**config.mk**
```make
export PLATFORM = sky130hd
export DESIGN_NAME = multidrop_register_bus_node_flat
export DESIGN_NICKNAME = d
export VERILOG_FILES = /design/src/rtl/core/mdb_pkg.sv /design/src/rtl/core/mdb_in_if.sv /design/src/rtl/core/mdb_out_if.sv /design/src/rtl/core/mdb_ctrl.sv /design/src/rtl/core/mdb_dp.sv /design/src/rtl/core/multidrop_register_bus_node.sv /design/src/flat_wrapper.sv
export SDC_FILE = /design/constraint.sdc
export NUM_CORES = 2
export LEC_CHECK = 0
export ABC_AREA = 1
export BUFFER_PORTS_ARGS = -buffer_cell sky130_fd_sc_hd__buf_2
export CORE_ASPECT_RATIO = 1.2
export CORE_MARGIN = 10
export CORE_UTILIZATION = 45
export DETAILED_ROUTE_END_ITERATION = 6
export PLACE_DENSITY_LB_ADDON = 0.15
export SETUP_SLACK_MARGIN = 0.4
export SYNTH_ARGS = -nofsm -noshare
export SYNTH_HDL_FRONTEND = slang
export SYNTH_HIERARCHICAL = 1
export SYNTH_SLANG_ARGS = --single-unit
```
**constraint.sdc**
```tcl
create_clock -name clk -period 5.7 [get_ports clk]
set_input_delay 0.57 -clock clk [delete_from_list [all_inputs] [get_ports clk]]
set_output_delay 0.57 -clock clk [all_outputs]
set_load 0.01 [all_outputs]
```
**src/rtl/core/mdb_pkg.sv**
```systemverilog
// shared types and constants of the multidrop register bus node
// no dependencies; imported by mdb_ctrl, mdb_dp, the top level and the testbench
package mdb_pkg;

  // input item codes
  localparam logic [1:0] CMD_BYTE  = 2'd0;
  localparam logic [1:0] CMD_TICK  = 2'd1;
  localparam logic [1:0] CMD_WRITE = 2'd2;
  localparam logic [1:0] CMD_READ  = 2'd3;

  // configuration register indexes
  localparam int unsigned CFG_IDX_W = 1;
  localparam int unsigned CFG_DAT_W = 16;
  localparam logic [CFG_IDX_W-1:0] REG_NODE    = 1'd0;
  localparam logic [CFG_IDX_W-1:0] REG_TIMEOUT = 1'd1;

  localparam logic [15:0] TIMEOUT_RST = 16'd500;
  localparam logic [7:0]  ACK_OK      = 8'hFF;
  localparam logic [7:0]  ACK_BAD     = 8'h00;

  typedef enum logic [3:0] {
    PH_IDLE      = 4'd0,
    PH_SKIP_SUM  = 4'd1,
    PH_OWN_SUM   = 4'd2,
    PH_SKIP_LEN  = 4'd3,
    PH_OWN_LEN   = 4'd4,
    PH_SKIP_BODY = 4'd5,
    PH_COMMAND   = 4'd6,
    PH_CHAR_DATA = 4'd7,
    PH_INT_LOW   = 4'd8,
    PH_INT_HIGH  = 4'd9
  } phase_t;

  typedef enum logic [2:0] {
    ST_CLEAR  = 3'd0,
    ST_IDLE   = 3'd1,
    ST_DECODE = 3'd2,
    ST_GATHER = 3'd3,
    ST_COPY   = 3'd4,
    ST_COMMIT = 3'd5,
    ST_EMIT   = 3'd6
  } state_t;

  typedef struct packed {
    logic capture;
    logic decode;
    logic gather;
    logic clear;
    logic copy;
    logic commit;
    logic emit_adv;
  } ctrl_cmd_t;

  typedef struct packed {
    logic copy_req;
    logic commit_req;
    logic clr_done;
    logic mv_done;
    logic last_beat;
  } dp_stat_t;

endpackage

```
**src/rtl/core/mdb_in_if.sv**
```systemverilog
// input channel of the bus node: valid/ready plus one input item
// depends on nothing
interface mdb_in_if;
  logic               valid;
  logic               ready;
  logic [1:0]         cmd;
  logic [7:0]         rx_byte;
  logic               local_is_int;
  logic [5:0]         local_index;
  logic signed [15:0] local_value;

  modport source (output valid, cmd, rx_byte, local_is_int, local_index, local_value,
                  input ready);
  modport sink   (input valid, cmd, rx_byte, local_is_int, local_index, local_value,
                  output ready);
endinterface

```
**src/rtl/core/mdb_out_if.sv**
```systemverilog
// result channel of the bus node: valid/ready plus one result item
// depends on nothing
interface mdb_out_if;
  logic               valid;
  logic               ready;
  logic               tx_valid;
  logic [7:0]         tx_byte;
  logic               last;
  logic               cycle_event;
  logic               ready_event;
  logic               error_event;
  logic               complete_event;
  logic signed [15:0] read_value;
  logic               read_changed;

  modport source (output valid, tx_valid, tx_byte, last, cycle_event, ready_event,
                  error_event, complete_event, read_value, read_changed,
                  input ready);
  modport sink   (input valid, tx_valid, tx_byte, last, cycle_event, ready_event,
                  error_event, complete_event, read_value, read_changed,
                  output ready);
endinterface

```
**src/rtl/core/mdb_ctrl.sv**
```systemverilog
// sequencer of the bus node: steps each item through decode, gather,
// register sweeps and result beats; uses mdb_pkg
module mdb_ctrl
  import mdb_pkg::*;
(
  input  logic      clk,
  input  logic      rst_n,
  input  logic      in_valid,
  output logic      in_ready,
  input  logic      out_ready,
  output logic      out_valid,
  input  dp_stat_t  stat,
  output ctrl_cmd_t cmd
);

  state_t state_r, state_nxt;

  always_ff @(posedge clk) begin
    if (!rst_n) begin
      state_r <= ST_CLEAR;
    end else begin
      state_r <= state_nxt;
    end
  end

  always_comb begin
    state_nxt = state_r;
    unique case (state_r)
      ST_CLEAR:  if (stat.clr_done) state_nxt = ST_IDLE;
      ST_IDLE:   if (in_valid) state_nxt = ST_DECODE;
      ST_DECODE: state_nxt = ST_GATHER;
      ST_GATHER: begin
        priority if (stat.copy_req) state_nxt = ST_COPY;
        else if (stat.commit_req)   state_nxt = ST_COMMIT;
        else                        state_nxt = ST_EMIT;
      end
      ST_COPY:   if (stat.mv_done) state_nxt = ST_EMIT;
      ST_COMMIT: if (stat.mv_done) state_nxt = ST_EMIT;
      ST_EMIT:   if (out_ready && stat.last_beat) state_nxt = ST_IDLE;
      default:   state_nxt = ST_IDLE;
    endcase
  end

  always_comb begin
    cmd       = '0;
    in_ready  = 1'b0;
    out_valid = 1'b0;
    unique case (state_r)
      ST_CLEAR:  cmd.clear = 1'b1;
      ST_IDLE: begin
        in_ready    = 1'b1;
        cmd.capture = in_valid;
      end
      ST_DECODE: cmd.decode = 1'b1;
      ST_GATHER: cmd.gather = 1'b1;
      ST_COPY:   cmd.copy   = 1'b1;
      ST_COMMIT: cmd.commit = 1'b1;
      ST_EMIT: begin
        out_valid    = 1'b1;
        cmd.emit_adv = out_ready;
      end
      default: ;
    endcase
  end

endmodule

```
**src/rtl/core/mdb_dp.sv**
```systemverilog
// datapath of the bus node: frame parser registers, live and shadow
// register memories, changed marks, reply buffer; uses mdb_pkg
module mdb_dp
  import mdb_pkg::*;
#(
  parameter int unsigned CHAR_REGS = 32,
  parameter int unsigned INT_REGS  = 32
) (
  input  logic                 clk,
  input  logic                 rst_n,
  input  ctrl_cmd_t            cmd,
  output dp_stat_t             stat,
  input  logic                 cfg_we,
  input  logic [CFG_IDX_W-1:0] cfg_index,
  input  logic [CFG_DAT_W-1:0] cfg_wdata,
  input  logic [1:0]           in_cmd,
  input  logic [7:0]           in_rx_byte,
  input  logic                 in_local_is_int,
  input  logic [5:0]           in_local_index,
  input  logic [15:0]          in_local_value,
  output logic                 out_tx_valid,
  output logic [7:0]           out_tx_byte,
  output logic                 out_last,
  output logic                 out_cycle_event,
  output logic                 out_ready_event,
  output logic                 out_error_event,
  output logic                 out_complete_event,
  output logic [15:0]          out_read_value,
  output logic                 out_read_changed
);

  localparam int unsigned MAXR = (CHAR_REGS > INT_REGS) ? CHAR_REGS : INT_REGS;
  localparam int unsigned SWW  = $clog2(MAXR + 1);
  localparam int unsigned CIW  = (CHAR_REGS > 1) ? $clog2(CHAR_REGS) : 1;
  localparam int unsigned IIW  = (INT_REGS > 1) ? $clog2(INT_REGS) : 1;
  localparam logic [6:0]  CHAR_N = 7'(CHAR_REGS);
  localparam logic [6:0]  INT_N  = 7'(INT_REGS);
  localparam logic [SWW-1:0] SW_CLR_END = SWW'(MAXR - 1);
  localparam logic [SWW-1:0] SW_MV_END  = SWW'(MAXR);

  // configuration
  logic [7:0]  node_r;
  logic [15:0] tout_r;

  always_ff @(posedge clk) begin
    if (!rst_n) begin
      node_r <= '0;
      tout_r <= TIMEOUT_RST;
    end else if (cfg_we) begin
      unique case (cfg_index)
        REG_NODE:    node_r <= cfg_wdata[7:0];
        REG_TIMEOUT: tout_r <= cfg_wdata;
        default: ;
      endcase
    end
  end

  // latched item
  logic [1:0]  icmd_r;
  logic [7:0]  rx_r;
  logic        isint_r;
  logic [5:0]  lidx_r;
  logic [15:0] lval_r;

  always_ff @(posedge clk) begin
    if (cmd.capture) begin
      icmd_r  <= in_cmd;
      rx_r    <= in_rx_byte;
      isint_r <= in_local_is_int;
      lidx_r  <= in_local_index;
      lval_r  <= in_local_value;
    end
  end

  // parser state
  phase_t      phase_r, phase_nxt;
  logic [7:0]  rem_r, rem_nxt, sum_r, sum_nxt, ccmd_r, ccmd_nxt, low_r, low_nxt;
  logic [7:0]  prev_r, prev_nxt;
  logic        err_r, err_nxt, sess_r, sess_nxt;
  logic [15:0] idle_r, idle_nxt;
  logic [CHAR_REGS-1:0] clc_r, clc_nxt, csc_r, csc_nxt;
  logic [INT_REGS-1:0]  ilc_r, ilc_nxt, isc_r, isc_nxt;

  // per-item flags
  logic rd_r, rd_nxt, ack_r, ack_nxt, copy_r, copy_nxt, commit_r, commit_nxt;
  logic evc_r, evc_nxt, evr_r, evr_nxt, eve_r, eve_nxt, rchg_r, rchg_nxt;
  logic [7:0] ackb_r, ackb_nxt;
  logic cw_en, iw_en, done;
  logic [5:0]  ci;
  logic        c_in, i_in, l_cin, l_iin;
  logic [16:0] tick_sum;

  assign ci    = ccmd_r[5:0];
  assign c_in  = {1'b0, ci} < CHAR_N;
  assign i_in  = {1'b0, ci} < INT_N;
  assign l_cin = {1'b0, lidx_r} < CHAR_N;
  assign l_iin = {1'b0, lidx_r} < INT_N;
  assign tick_sum = {1'b0, idle_r} + 17'd1;

  always_comb begin
    phase_nxt = phase_r;
    rem_nxt   = rem_r;
    sum_nxt   = sum_r;
    ccmd_nxt  = ccmd_r;
    low_nxt   = low_r;
    prev_nxt  = prev_r;
    err_nxt   = err_r;
    sess_nxt  = sess_r;
    idle_nxt  = idle_r;
    clc_nxt   = clc_r;
    csc_nxt   = csc_r;
    ilc_nxt   = ilc_r;
    isc_nxt   = isc_r;
    rd_nxt = 1'b0; ack_nxt = 1'b0; copy_nxt = 1'b0; commit_nxt = 1'b0;
    evc_nxt = 1'b0; evr_nxt = 1'b0; eve_nxt = 1'b0; rchg_nxt = 1'b0;
    ackb_nxt = ACK_OK;
    cw_en = 1'b0; iw_en = 1'b0; done = 1'b0;

    unique case (icmd_r)
      CMD_BYTE: begin
        idle_nxt = '0;
        unique case (phase_r)
          PH_IDLE: begin
            if (!sess_r) err_nxt = 1'b0;
            evc_nxt  = (prev_r >= rx_r);
            prev_nxt = rx_r;
            if (rx_r == node_r) begin
              evr_nxt   = 1'b1;
              copy_nxt  = 1'b1;
              phase_nxt = PH_OWN_SUM;
            end else begin
              phase_nxt = PH_SKIP_SUM;
            end
          end
          PH_SKIP_SUM: phase_nxt = PH_SKIP_LEN;
          PH_OWN_SUM: begin
            sum_nxt   = rx_r + node_r;
            phase_nxt = PH_OWN_LEN;
          end
          PH_SKIP_LEN: begin
            rem_nxt   = rx_r;
            phase_nxt = (rx_r == 8'd0) ? PH_IDLE : PH_SKIP_BODY;
          end
          PH_OWN_LEN: begin
            rem_nxt = rx_r;
            sum_nxt = sum_r + rx_r;
            if (rx_r == 8'd0) begin
              phase_nxt = PH_IDLE;
            end else begin
              phase_nxt = PH_COMMAND;
              sess_nxt  = 1'b1;
            end
          end
          PH_SKIP_BODY: begin
            rem_nxt = rem_r - 8'd1;
            if (rem_nxt == 8'd0) phase_nxt = PH_IDLE;
          end
          PH_COMMAND: begin
            ccmd_nxt = rx_r;
            rem_nxt  = rem_r - 8'd1;
            sum_nxt  = sum_r + rx_r;
            priority if (rx_r[7]) begin
              rd_nxt = 1'b1;
              if (rem_nxt == 8'd0) begin
                phase_nxt = PH_IDLE;
                done      = 1'b1;
              end
            end else if (rem_nxt == 8'd0) begin
              err_nxt   = 1'b1;
              phase_nxt = PH_IDLE;
            end else begin
              phase_nxt = rx_r[6] ? PH_INT_LOW : PH_CHAR_DATA;
            end
          end
          PH_CHAR_DATA: begin
            if (c_in) begin
              cw_en   = 1'b1;
              csc_nxt[ci[CIW-1:0]] = 1'b1;
              sum_nxt = sum_r + rx_r;
            end else begin
              err_nxt = 1'b1;
            end
            rem_nxt = rem_r - 8'd1;
            if (rem_nxt == 8'd0) begin
              phase_nxt = PH_IDLE;
              done      = 1'b1;
            end else begin
              phase_nxt = PH_COMMAND;
            end
          end
          PH_INT_LOW: begin
            if (rem_r <= 8'd1) begin
              rem_nxt   = '0;
              err_nxt   = 1'b1;
              phase_nxt = PH_IDLE;
            end else begin
              low_nxt = rx_r;
              if (i_in) sum_nxt = sum_r + rx_r;
              rem_nxt   = rem_r - 8'd1;
              phase_nxt = PH_INT_HIGH;
            end
          end
          PH_INT_HIGH: begin
            if (i_in) begin
              sum_nxt = sum_r + rx_r;
              iw_en   = 1'b1;
              isc_nxt[ci[IIW-1:0]] = 1'b1;
            end else begin
              err_nxt = 1'b1;
            end
            rem_nxt = rem_r - 8'd1;
            if (rem_nxt == 8'd0) begin
              phase_nxt = PH_IDLE;
              done      = 1'b1;
            end else begin
              phase_nxt = PH_COMMAND;
            end
          end
          default: phase_nxt = PH_IDLE;
        endcase
        if (sess_nxt && phase_nxt == PH_IDLE) begin
          ack_nxt  = 1'b1;
          sess_nxt = 1'b0;
          if (!(sum_nxt == 8'd0 && !err_nxt)) begin
            ackb_nxt = ACK_BAD;
            eve_nxt  = 1'b1;
          end
        end
        if (done && sum_nxt == 8'd0) begin
          commit_nxt = 1'b1;
          clc_nxt    = csc_nxt;
          ilc_nxt    = isc_nxt;
        end
      end
      CMD_TICK: begin
        if (tick_sum > {1'b0, tout_r}) begin
          phase_nxt = PH_IDLE;
          if (sess_r) begin
            ack_nxt  = 1'b1;
            sess_nxt = 1'b0;
            if (!(sum_r == 8'd0 && !err_r)) begin
              ackb_nxt = ACK_BAD;
              eve_nxt  = 1'b1;
            end
          end
        end
        idle_nxt = tick_sum[16] ? 16'hFFFF : tick_sum[15:0];
      end
      CMD_WRITE: ;
      CMD_READ: begin
        if (isint_r) begin
          if (l_iin) begin
            rchg_nxt = ilc_r[lidx_r[IIW-1:0]];
            ilc_nxt[lidx_r[IIW-1:0]] = 1'b0;
          end
        end else if (l_cin) begin
          rchg_nxt = clc_r[lidx_r[CIW-1:0]];
          clc_nxt[lidx_r[CIW-1:0]] = 1'b0;
        end
      end
      default: ;
    endcase
    if (copy_nxt) begin
      csc_nxt = clc_r;
      isc_nxt = ilc_r;
    end
  end

  always_ff @(posedge clk) begin
    if (!rst_n) begin
      phase_r <= PH_IDLE;
      rem_r   <= '0;
      sum_r   <= '0;
      ccmd_r  <= '0;
      low_r   <= '0;
      prev_r  <= '0;
      err_r   <= 1'b0;
      sess_r  <= 1'b0;
      idle_r  <= '0;
      clc_r   <= '0;
      csc_r   <= '0;
      ilc_r   <= '0;
      isc_r   <= '0;
      copy_r   <= 1'b0;
      commit_r <= 1'b0;
    end else if (cmd.decode) begin
      phase_r <= phase_nxt;
      rem_r   <= rem_nxt;
      sum_r   <= sum_nxt;
      ccmd_r  <= ccmd_nxt;
      low_r   <= low_nxt;
      prev_r  <= prev_nxt;
      err_r   <= err_nxt;
      sess_r  <= sess_nxt;
      idle_r  <= idle_nxt;
      clc_r   <= clc_nxt;
      csc_r   <= csc_nxt;
      ilc_r   <= ilc_nxt;
      isc_r   <= isc_nxt;
      copy_r   <= copy_nxt;
      commit_r <= commit_nxt;
    end
  end

  always_ff @(posedge clk) begin
    if (cmd.decode) begin
      rd_r   <= rd_nxt;
      ack_r  <= ack_nxt;
      ackb_r <= ackb_nxt;
      evc_r  <= evc_nxt;
      evr_r  <= evr_nxt;
      eve_r  <= eve_nxt;
      rchg_r <= rchg_nxt;
    end
  end

  // sweep counter for clear, copy and commit passes
  logic [SWW-1:0] swp_r, swm1;
  logic           sweeping;
  assign sweeping = cmd.clear || cmd.copy || cmd.commit;
  assign swm1     = swp_r - SWW'(1);

  always_ff @(posedge clk) begin
    if (!rst_n) begin
      swp_r <= '0;
    end else begin
      swp_r <= sweeping ? swp_r + SWW'(1) : '0;
    end
  end

  logic sw_wr;
  assign sw_wr = (swp_r != '0);

  // register memories
  logic [7:0]  cl_mem [CHAR_REGS];
  logic [7:0]  cs_mem [CHAR_REGS];
  logic [15:0] il_mem [INT_REGS];
  logic [15:0] is_mem [INT_REGS];
  logic [7:0]  cl_rd, cs_rd;
  logic [15:0] il_rd, is_rd;
  logic [5:0]  dec_addr;
  logic [6:0]  ra_l, ra_s;

  assign dec_addr = (icmd_r == CMD_READ) ? lidx_r : rx_r[5:0];
  assign ra_l     = cmd.copy ? 7'(swp_r) : {1'b0, dec_addr};
  assign ra_s     = 7'(swp_r);

  always_ff @(posedge clk) begin
    if (cmd.clear && 7'(swp_r) < CHAR_N) begin
      cl_mem[swp_r[CIW-1:0]] <= '0;
    end else if (cmd.commit && sw_wr && 7'(swm1) < CHAR_N) begin
      cl_mem[swm1[CIW-1:0]] <= cs_rd;
    end else if (cmd.decode && icmd_r == CMD_WRITE && !isint_r && l_cin) begin
      cl_mem[lidx_r[CIW-1:0]] <= lval_r[7:0];
    end
    cl_rd <= cl_mem[ra_l[CIW-1:0]];
  end

  always_ff @(posedge clk) begin
    if (cmd.clear && 7'(swp_r) < INT_N) begin
      il_mem[swp_r[IIW-1:0]] <= '0;
    end else if (cmd.commit && sw_wr && 7'(swm1) < INT_N) begin
      il_mem[swm1[IIW-1:0]] <= is_rd;
    end else if (cmd.decode && icmd_r == CMD_WRITE && isint_r && l_iin) begin
      il_mem[lidx_r[IIW-1:0]] <= lval_r;
    end
    il_rd <= il_mem[ra_l[IIW-1:0]];
  end

  always_ff @(posedge clk) begin
    if (cmd.copy && sw_wr && 7'(swm1) < CHAR_N) begin
      cs_mem[swm1[CIW-1:0]] <= cl_rd;
    end else if (cmd.decode && cw_en) begin
      cs_mem[ci[CIW-1:0]] <= rx_r;
    end
    cs_rd <= cs_mem[ra_s[CIW-1:0]];
  end

  always_ff @(posedge clk) begin
    if (cmd.copy && sw_wr && 7'(swm1) < INT_N) begin
      is_mem[swm1[IIW-1:0]] <= il_rd;
    end else if (cmd.decode && iw_en) begin
      is_mem[ci[IIW-1:0]] <= {rx_r, low_r};
    end
    is_rd <= is_mem[ra_s[IIW-1:0]];
  end

  // reply assembly
  logic [7:0]  txb_r [4];
  logic [7:0]  txb_nxt [4];
  logic [2:0]  txn_r, txn_nxt;
  logic [15:0] rval_r, rval_nxt;
  logic [7:0]  bus_cv;
  logic [15:0] bus_iv;

  assign bus_cv = ({1'b0, rx_r[5:0]} < CHAR_N) ? cl_rd : 8'd0;
  assign bus_iv = ({1'b0, rx_r[5:0]} < INT_N) ? il_rd : 16'd0;

  always_comb begin
    for (int j = 0; j < 4; j++) txb_nxt[j] = 8'd0;
    txn_nxt  = 3'd0;
    rval_nxt = 16'd0;
    if (rd_r) begin
      txb_nxt[0] = {1'b0, rx_r[6:0]};
      if (rx_r[6]) begin
        txb_nxt[1] = bus_iv[7:0];
        txb_nxt[2] = bus_iv[15:8];
        txn_nxt    = 3'd3;
      end else begin
        txb_nxt[1] = bus_cv;
        txn_nxt    = 3'd2;
      end
    end
    if (ack_r) begin
      txb_nxt[txn_nxt[1:0]] = ackb_r;
      txn_nxt = txn_nxt + 3'd1;
    end
    if (icmd_r == CMD_READ) begin
      if (isint_r) begin
        if (l_iin) rval_nxt = il_rd;
      end else if (l_cin) begin
        rval_nxt = {8'd0, cl_rd};
      end
    end
  end

  always_ff @(posedge clk) begin
    if (cmd.gather) begin
      for (int j = 0; j < 4; j++) txb_r[j] <= txb_nxt[j];
      txn_r  <= txn_nxt;
      rval_r <= rval_nxt;
    end
  end

  // result beats
  logic [1:0] k_r;
  logic [2:0] lastk;

  always_ff @(posedge clk) begin
    if (!rst_n) begin
      k_r <= '0;
    end else if (cmd.gather) begin
      k_r <= '0;
    end else if (cmd.emit_adv) begin
      k_r <= k_r + 2'd1;
    end
  end

  assign lastk              = (txn_r == 3'd0) ? 3'd0 : txn_r - 3'd1;
  assign out_last           = ({1'b0, k_r} == lastk);
  assign out_tx_valid       = ({1'b0, k_r} < txn_r);
  assign out_tx_byte        = out_tx_valid ? txb_r[k_r] : 8'd0;
  assign out_cycle_event    = out_last && evc_r;
  assign out_ready_event    = out_last && evr_r;
  assign out_error_event    = out_last && eve_r;
  assign out_complete_event = out_last && commit_r;
  assign out_read_value     = out_last ? rval_r : 16'd0;
  assign out_read_changed   = out_last && rchg_r;

  assign stat.copy_req   = copy_r;
  assign stat.commit_req = commit_r;
  assign stat.clr_done   = (swp_r == SW_CLR_END);
  assign stat.mv_done    = (swp_r == SW_MV_END);
  assign stat.last_beat  = out_last;

endmodule

```
**src/rtl/core/multidrop_register_bus_node.sv**
```systemverilog
// top level of the multidrop register bus node
// depends on mdb_pkg, mdb_in_if, mdb_out_if, mdb_ctrl, mdb_dp
//
//  channel | dir | handshake          | beat
//  --------+-----+--------------------+-----------------------------------------
//  in_ch   | in  | valid / ready      | one item: bus byte, tick, local access
//  out_ch  | out | valid / ready      | one result; last marks end of an item
//  cfg_*   | in  | cfg_we, no wait    | node number (index 0), timeout (index 1)
//
// one item at a time: capture, decode, gather, then one beat per result
// (1 to 4); a new item is taken only after the last beat of the one before
// a node byte of an own frame adds a live-to-shadow copy pass and a frame
// end with zero sum a shadow-to-live commit pass, each a sweep over the
// register memories through their single read port
// after reset a clearing pass over every register address runs with
// in_ch.ready low; configuration writes are taken throughout
// a stalled out_ch holds the current beat and keeps in_ch.ready low
module multidrop_register_bus_node
  import mdb_pkg::*;
#(
  parameter int unsigned CHAR_REGS = 32,
  parameter int unsigned INT_REGS  = 32
) (
  input  logic                 clk,
  input  logic                 rst_n,
  mdb_in_if.sink               in_ch,
  mdb_out_if.source            out_ch,
  input  logic                 cfg_we,
  input  logic [CFG_IDX_W-1:0] cfg_index,
  input  logic [CFG_DAT_W-1:0] cfg_wdata
);

  ctrl_cmd_t   cmd;
  dp_stat_t    stat;
  logic [15:0] rd_value;

  // sequencer
  mdb_ctrl u_ctrl (
    .clk       (clk),
    .rst_n     (rst_n),
    .in_valid  (in_ch.valid),
    .in_ready  (in_ch.ready),
    .out_ready (out_ch.ready),
    .out_valid (out_ch.valid),
    .stat      (stat),
    .cmd       (cmd)
  );

  // parser, register store and reply buffer
  mdb_dp #(
    .CHAR_REGS (CHAR_REGS),
    .INT_REGS  (INT_REGS)
  ) u_dp (
    .clk                (clk),
    .rst_n              (rst_n),
    .cmd                (cmd),
    .stat               (stat),
    .cfg_we             (cfg_we),
    .cfg_index          (cfg_index),
    .cfg_wdata          (cfg_wdata),
    .in_cmd             (in_ch.cmd),
    .in_rx_byte         (in_ch.rx_byte),
    .in_local_is_int    (in_ch.local_is_int),
    .in_local_index     (in_ch.local_index),
    .in_local_value     (in_ch.local_value),
    .out_tx_valid       (out_ch.tx_valid),
    .out_tx_byte        (out_ch.tx_byte),
    .out_last           (out_ch.last),
    .out_cycle_event    (out_ch.cycle_event),
    .out_ready_event    (out_ch.ready_event),
    .out_error_event    (out_ch.error_event),
    .out_complete_event (out_ch.complete_event),
    .out_read_value     (rd_value),
    .out_read_changed   (out_ch.read_changed)
  );

  // local read answer as a signed word
  assign out_ch.read_value = $signed(rd_value);

endmodule

```
**src/flat_wrapper.sv**
```systemverilog
// flat-port wrapper written by rule: the top's interface ports become plain ports
module multidrop_register_bus_node_flat import mdb_pkg::*;
#(
  parameter int unsigned CHAR_REGS = 32,
  parameter int unsigned INT_REGS  = 32
)
  (clk, rst_n, cfg_we, cfg_index, cfg_wdata, in_ch_valid, in_ch_cmd, in_ch_rx_byte, in_ch_local_is_int, in_ch_local_index, in_ch_local_value, in_ch_ready, out_ch_valid, out_ch_tx_valid, out_ch_tx_byte, out_ch_last, out_ch_cycle_event, out_ch_ready_event, out_ch_error_event, out_ch_complete_event, out_ch_read_value, out_ch_read_changed, out_ch_ready);
  mdb_in_if in_ch_i ();
  mdb_out_if out_ch_i ();
  input  logic clk;
  input  logic rst_n;
  input  logic cfg_we;
  input  logic [CFG_IDX_W-1:0] cfg_index;
  input  logic [CFG_DAT_W-1:0] cfg_wdata;
  input wire logic [$bits(in_ch_i.valid)-1:0] in_ch_valid;
  input wire logic [$bits(in_ch_i.cmd)-1:0] in_ch_cmd;
  input wire logic [$bits(in_ch_i.rx_byte)-1:0] in_ch_rx_byte;
  input wire logic [$bits(in_ch_i.local_is_int)-1:0] in_ch_local_is_int;
  input wire logic [$bits(in_ch_i.local_index)-1:0] in_ch_local_index;
  input wire logic [$bits(in_ch_i.local_value)-1:0] in_ch_local_value;
  output wire logic [$bits(in_ch_i.ready)-1:0] in_ch_ready;
  output wire logic [$bits(out_ch_i.valid)-1:0] out_ch_valid;
  output wire logic [$bits(out_ch_i.tx_valid)-1:0] out_ch_tx_valid;
  output wire logic [$bits(out_ch_i.tx_byte)-1:0] out_ch_tx_byte;
  output wire logic [$bits(out_ch_i.last)-1:0] out_ch_last;
  output wire logic [$bits(out_ch_i.cycle_event)-1:0] out_ch_cycle_event;
  output wire logic [$bits(out_ch_i.ready_event)-1:0] out_ch_ready_event;
  output wire logic [$bits(out_ch_i.error_event)-1:0] out_ch_error_event;
  output wire logic [$bits(out_ch_i.complete_event)-1:0] out_ch_complete_event;
  output wire logic [$bits(out_ch_i.read_value)-1:0] out_ch_read_value;
  output wire logic [$bits(out_ch_i.read_changed)-1:0] out_ch_read_changed;
  input wire logic [$bits(out_ch_i.ready)-1:0] out_ch_ready;
  assign in_ch_i.valid = in_ch_valid;
  assign in_ch_i.cmd = in_ch_cmd;
  assign in_ch_i.rx_byte = in_ch_rx_byte;
  assign in_ch_i.local_is_int = in_ch_local_is_int;
  assign in_ch_i.local_index = in_ch_local_index;
  assign in_ch_i.local_value = in_ch_local_value;
  assign in_ch_ready = in_ch_i.ready;
  assign out_ch_valid = out_ch_i.valid;
  assign out_ch_tx_valid = out_ch_i.tx_valid;
  assign out_ch_tx_byte = out_ch_i.tx_byte;
  assign out_ch_last = out_ch_i.last;
  assign out_ch_cycle_event = out_ch_i.cycle_event;
  assign out_ch_ready_event = out_ch_i.ready_event;
  assign out_ch_error_event = out_ch_i.error_event;
  assign out_ch_complete_event = out_ch_i.complete_event;
  assign out_ch_read_value = out_ch_i.read_value;
  assign out_ch_read_changed = out_ch_i.read_changed;
  assign out_ch_i.ready = out_ch_ready;
  multidrop_register_bus_node #(.CHAR_REGS(CHAR_REGS), .INT_REGS(INT_REGS)) u_core (.clk(clk), .rst_n(rst_n), .in_ch(in_ch_i), .out_ch(out_ch_i), .cfg_we(cfg_we), .cfg_index(cfg_index), .cfg_wdata(cfg_wdata));
endmodule
```
==> metrics.md <==
| Metric | Value |
|---|---|
| Status | completed |
| Final Hold Vio Count | 0 |
| Vias per std cell | 5.82 |
| Post-synth EDFFs | 1620 |
| Layout Nets | 7196 |
| Max Clk Rate | about 210 MHz |
| RD Place Congestion | 0.878 |
| Worst EP arrival | between 5 and 6 ns |
| Final worst setup slack | a little over 0.9 ns |
| Worst path required time | 6.16 ns |
| Hold_ws | a little over 0.08 ns |
| CTS resizes | 0 |
| Cell Rows | approximately 170 |
| Synth Flop Type | edfxtp_1 |
| Crit Path Max Fanout | a little under 80 |
| Initial core utilization | 0.451 |
| Pre-CTS worst setup slack | ~0.99 ns |
| Crit path capture type | flip-flop |
| Fill cells | approximately 16000 |
| Syn avg cell area | about 11 sq um |
| Worst-path clk slew | about 0.06 ns |
| Yosys top cell area share | 0.611 |
| Seq/Total Area, Yosys | 0.680 |
| Synth Register Bits | between 1500 and 2000 |
| Ys Warns | 6 |
| Slew HR | 0.141 |
| Clock root cell | clkbuf_16 |
| Cells along the critical path | inv_8 > ha_1 > nand2_1 > nor3_2 > inv_1 > nand2_1 > nor2_1 > a21oi_2 > buf_4 > nand2_1 > o21ai_0 > nand3_1 > nor2_1 |
| Die Width | 404 microns |
| Register Area | approximately 0.054 sq mm |
| Worst VDD drop | ~0.00038 V |
| Synth Cell Area | approximately 0.080 sq mm |
| Slowest-stage cell, CP | nor2_1 |
| Total global-route track usage | 0.233 |
| CP top delay family | simple AND/OR/NAND/NOR gates |
| Drt first pass iters | 6 |
| Post-Layout Cell Count | around 9600 |
| Residual DRC | 0 |
| Antenna violations before repair | 4 |
| Setup Viol. Count Final | 0 |
| Post-DRT Antenna Nets | 0 |
| Area of the multi-input gates | about 0.022 sq mm |
| Clk buf depth | 3 |
| Crit path kind | reg -> reg |
| Fin area | ~0.09 sq mm |
| First-pass GRT wire length | 345000 microns |
| Vert. Die Dim | between 400 and 500 microns |
| Fin util | 0.508 |
| Worst-margin pin slew | 1.29 ns |
| Cell count after synthesis | between 7000 and 8000 |
| Final Max Tran Viols | 0 |
| Area growth from synthesis to final layout | 12.6% |
| Setup bufs post-CTS | 0 |
| Placed Instances | a little over 9000 |
| Core Box Area | 0.176 sq mm |
| Share of cells above drive strength 1 | 0.103 |
| Leakage | slightly above 30 nW |
| Most frequent cell after synthesis | edfxtp_1 |
| Crit-path max cell delay | around 0.89 ns |
| Clock Skew | 0.0540 ns |
| P per Cell Area | ~440 mW/mm^2 |
| Routed vias | 55600 |
| Largest net degree at the start of global routing | between 200 and 250 |
| Crit path top cell by count | nand2_1 |
| Post-synth ARST share | 0 |
| Hold Crit Class | in -> reg |
| Routed Wire Length | about 230000 microns |
| WL per Instance | between 20 and 25 microns |
| CP startpoint kind | flip-flop |
| RSZ-0062 raised after global routing | false |
| Final HPWL DP | between 100000 and 150000 microns |
| Count of different cell masters after synthesis | 53 |
| First DRT Iteration DRCs | approximately 5600 |
| Tcrit/Tclk final | 0.838 |
| Remaining Overflow, GRT | 0 |
| H-tree depth | 4 |
| DP Area | just over 0.08 sq mm |
| Synth area leaders | edfxtp_1 61%, dfxtp_1 6.9%, o21ai_0 5.9% |
| TritonCTS Buffers | around 190 |
| Sink Count | between 1500 and 2000 |
| Max_cap viols | 0 |
| Skew-Pair Late Insertion Delay | approximately 0.84 ns |
| IO Port Bufs | slightly below 90 |
| Synth area leader | edfxtp_1 |
| Final Power | 39.3 mW |
| Tmin final | roughly 4.8 ns |
| Vias in the first global route | roughly 54000 |
| IO Count | between 80 and 90 |
| Fin Setup TNS | 0 ns |
| CP bufs+invs | 3 |
| CTS tree | yes |
| Mapped Nets | about 7100 |
| Die area | 0.194 sq mm |
| Most frequent cells after synthesis | 1620 x edfxtp_1, 1119 x nor2_1, 944 x o21ai_0, 763 x nand2_1, 396 x inv_1 |
state kept, by name, summed over array words and instances (netlist names), 25 cells and up, named ones only:
signal	cells
u_core/u_dp/il_mem	512
u_core/u_dp/is_mem	512
u_core/u_dp/cl_mem	256
u_core/u_dp/cs_mem	256
u_core/u_dp/clc_r	32
u_core/u_dp/csc_r	32
u_core/u_dp/ilc_r	32
u_core/u_dp/isc_r	32
u_core/u_dp/txb_r	25
layer usage:
layer / GRT usage / routed length [microns] / vias to the layer above
met4: 0.0818 / 7490 / 0
li1: - / - / 25600
met5: 0 / 0 / -
met2: 0.381 / 110000 / 2080
met1: 0.315 / 96900 / 27600
met3: 0.0386 / 16900 / 364
worst paths after layout:
kind | from | to | slack, ns | depth (start not counted)
max | u_core/u_dp/swp_r[0] | u_core/u_dp/cl_mem[27][5] | 0.92 | 13
max reg2reg | u_core/u_dp/swp_r[0] | u_core/u_dp/cl_mem[27][5] | 0.92 | 13
min | in_ch_rx_byte[5] | u_core/u_dp/rx_r[5] | 0.08 | 1
min reg2reg | u_core/u_dp/idle_r[9] | u_core/u_dp/idle_r[9] | 0.47 | 2
report_power, final:
group	internal (mW)	switching (mW)
Combinational	2.63	7.67
Sequential	16.4	0.472
Clock	6.82	5.30
Total	25.8	13.4
kinds of logic (layout without fill, tap and decap cells):
family	after synthesis	after routing	synth area share
other cells	0	1	0
compound gates	1774	1774	0.134
xor+xnor	27	27	0.00297
simple gates	2299	2299	0.118
buf+inv	858	1079	0.0419
mux	120	120	0.0151
fa+ha+maj	49	49	0.00789
flops	1895	1895	0.680
final cells by class:
type	instances	share of cell area
timing repair buffer	328	0.0280
tap	2308	0.0322
multi-input combinational	4269	0.250
clock buffer	252	0.0574
inverter	413	0.0176
sequential	1895	0.604
antenna	1	0.0000279
clock inverter	86	0.00991
timing repair:
action	4_1_cts	5_1_grt
hold buffers	48	0
endpoints found under the setup margin	0	0
endpoints found under the hold margin	55	0
layout by cell type, fill, tap and decap left out, types with 15 or more instances in the layout:
cell type / netlist / final
edfxtp_1: 1620 / 1620
nor2_1: 1119 / 1077
o21ai_0: 944 / 904
nand2_1: 763 / 761
inv_1: 396 / 392
dfxtp_1: 275 / 272
o221ai_1: 256 / 256
nand3_1: 243 / 243
clkbuf_16: 0 / 188
buf_4: 9 / 182
a21oi_1: 181 / 181
o22ai_1: 162 / 162
mux2i_1: 120 / 120
o211ai_1: 110 / 110
buf_2: 46 / 86
or2_2: 53 / 53
dlygate4sd3_1: 0 / 48
nand4_1: 48 / 48
nor2_2: 11 / 47
ha_1: 47 / 47
clkbuf_1: 363 / 44
o21ai_2: 0 / 41
nor3_1: 34 / 33
clkinv_2: 0 / 31
clkinv_1: 2 / 23
clkbuf_8: 0 / 20
o32ai_1: 20 / 20
a22oi_1: 18 / 18
o21bai_1: 16 / 16
inv_2: 15 / 15
xor2_1: 15 / 15
Power figures use the tool's default switching activity.
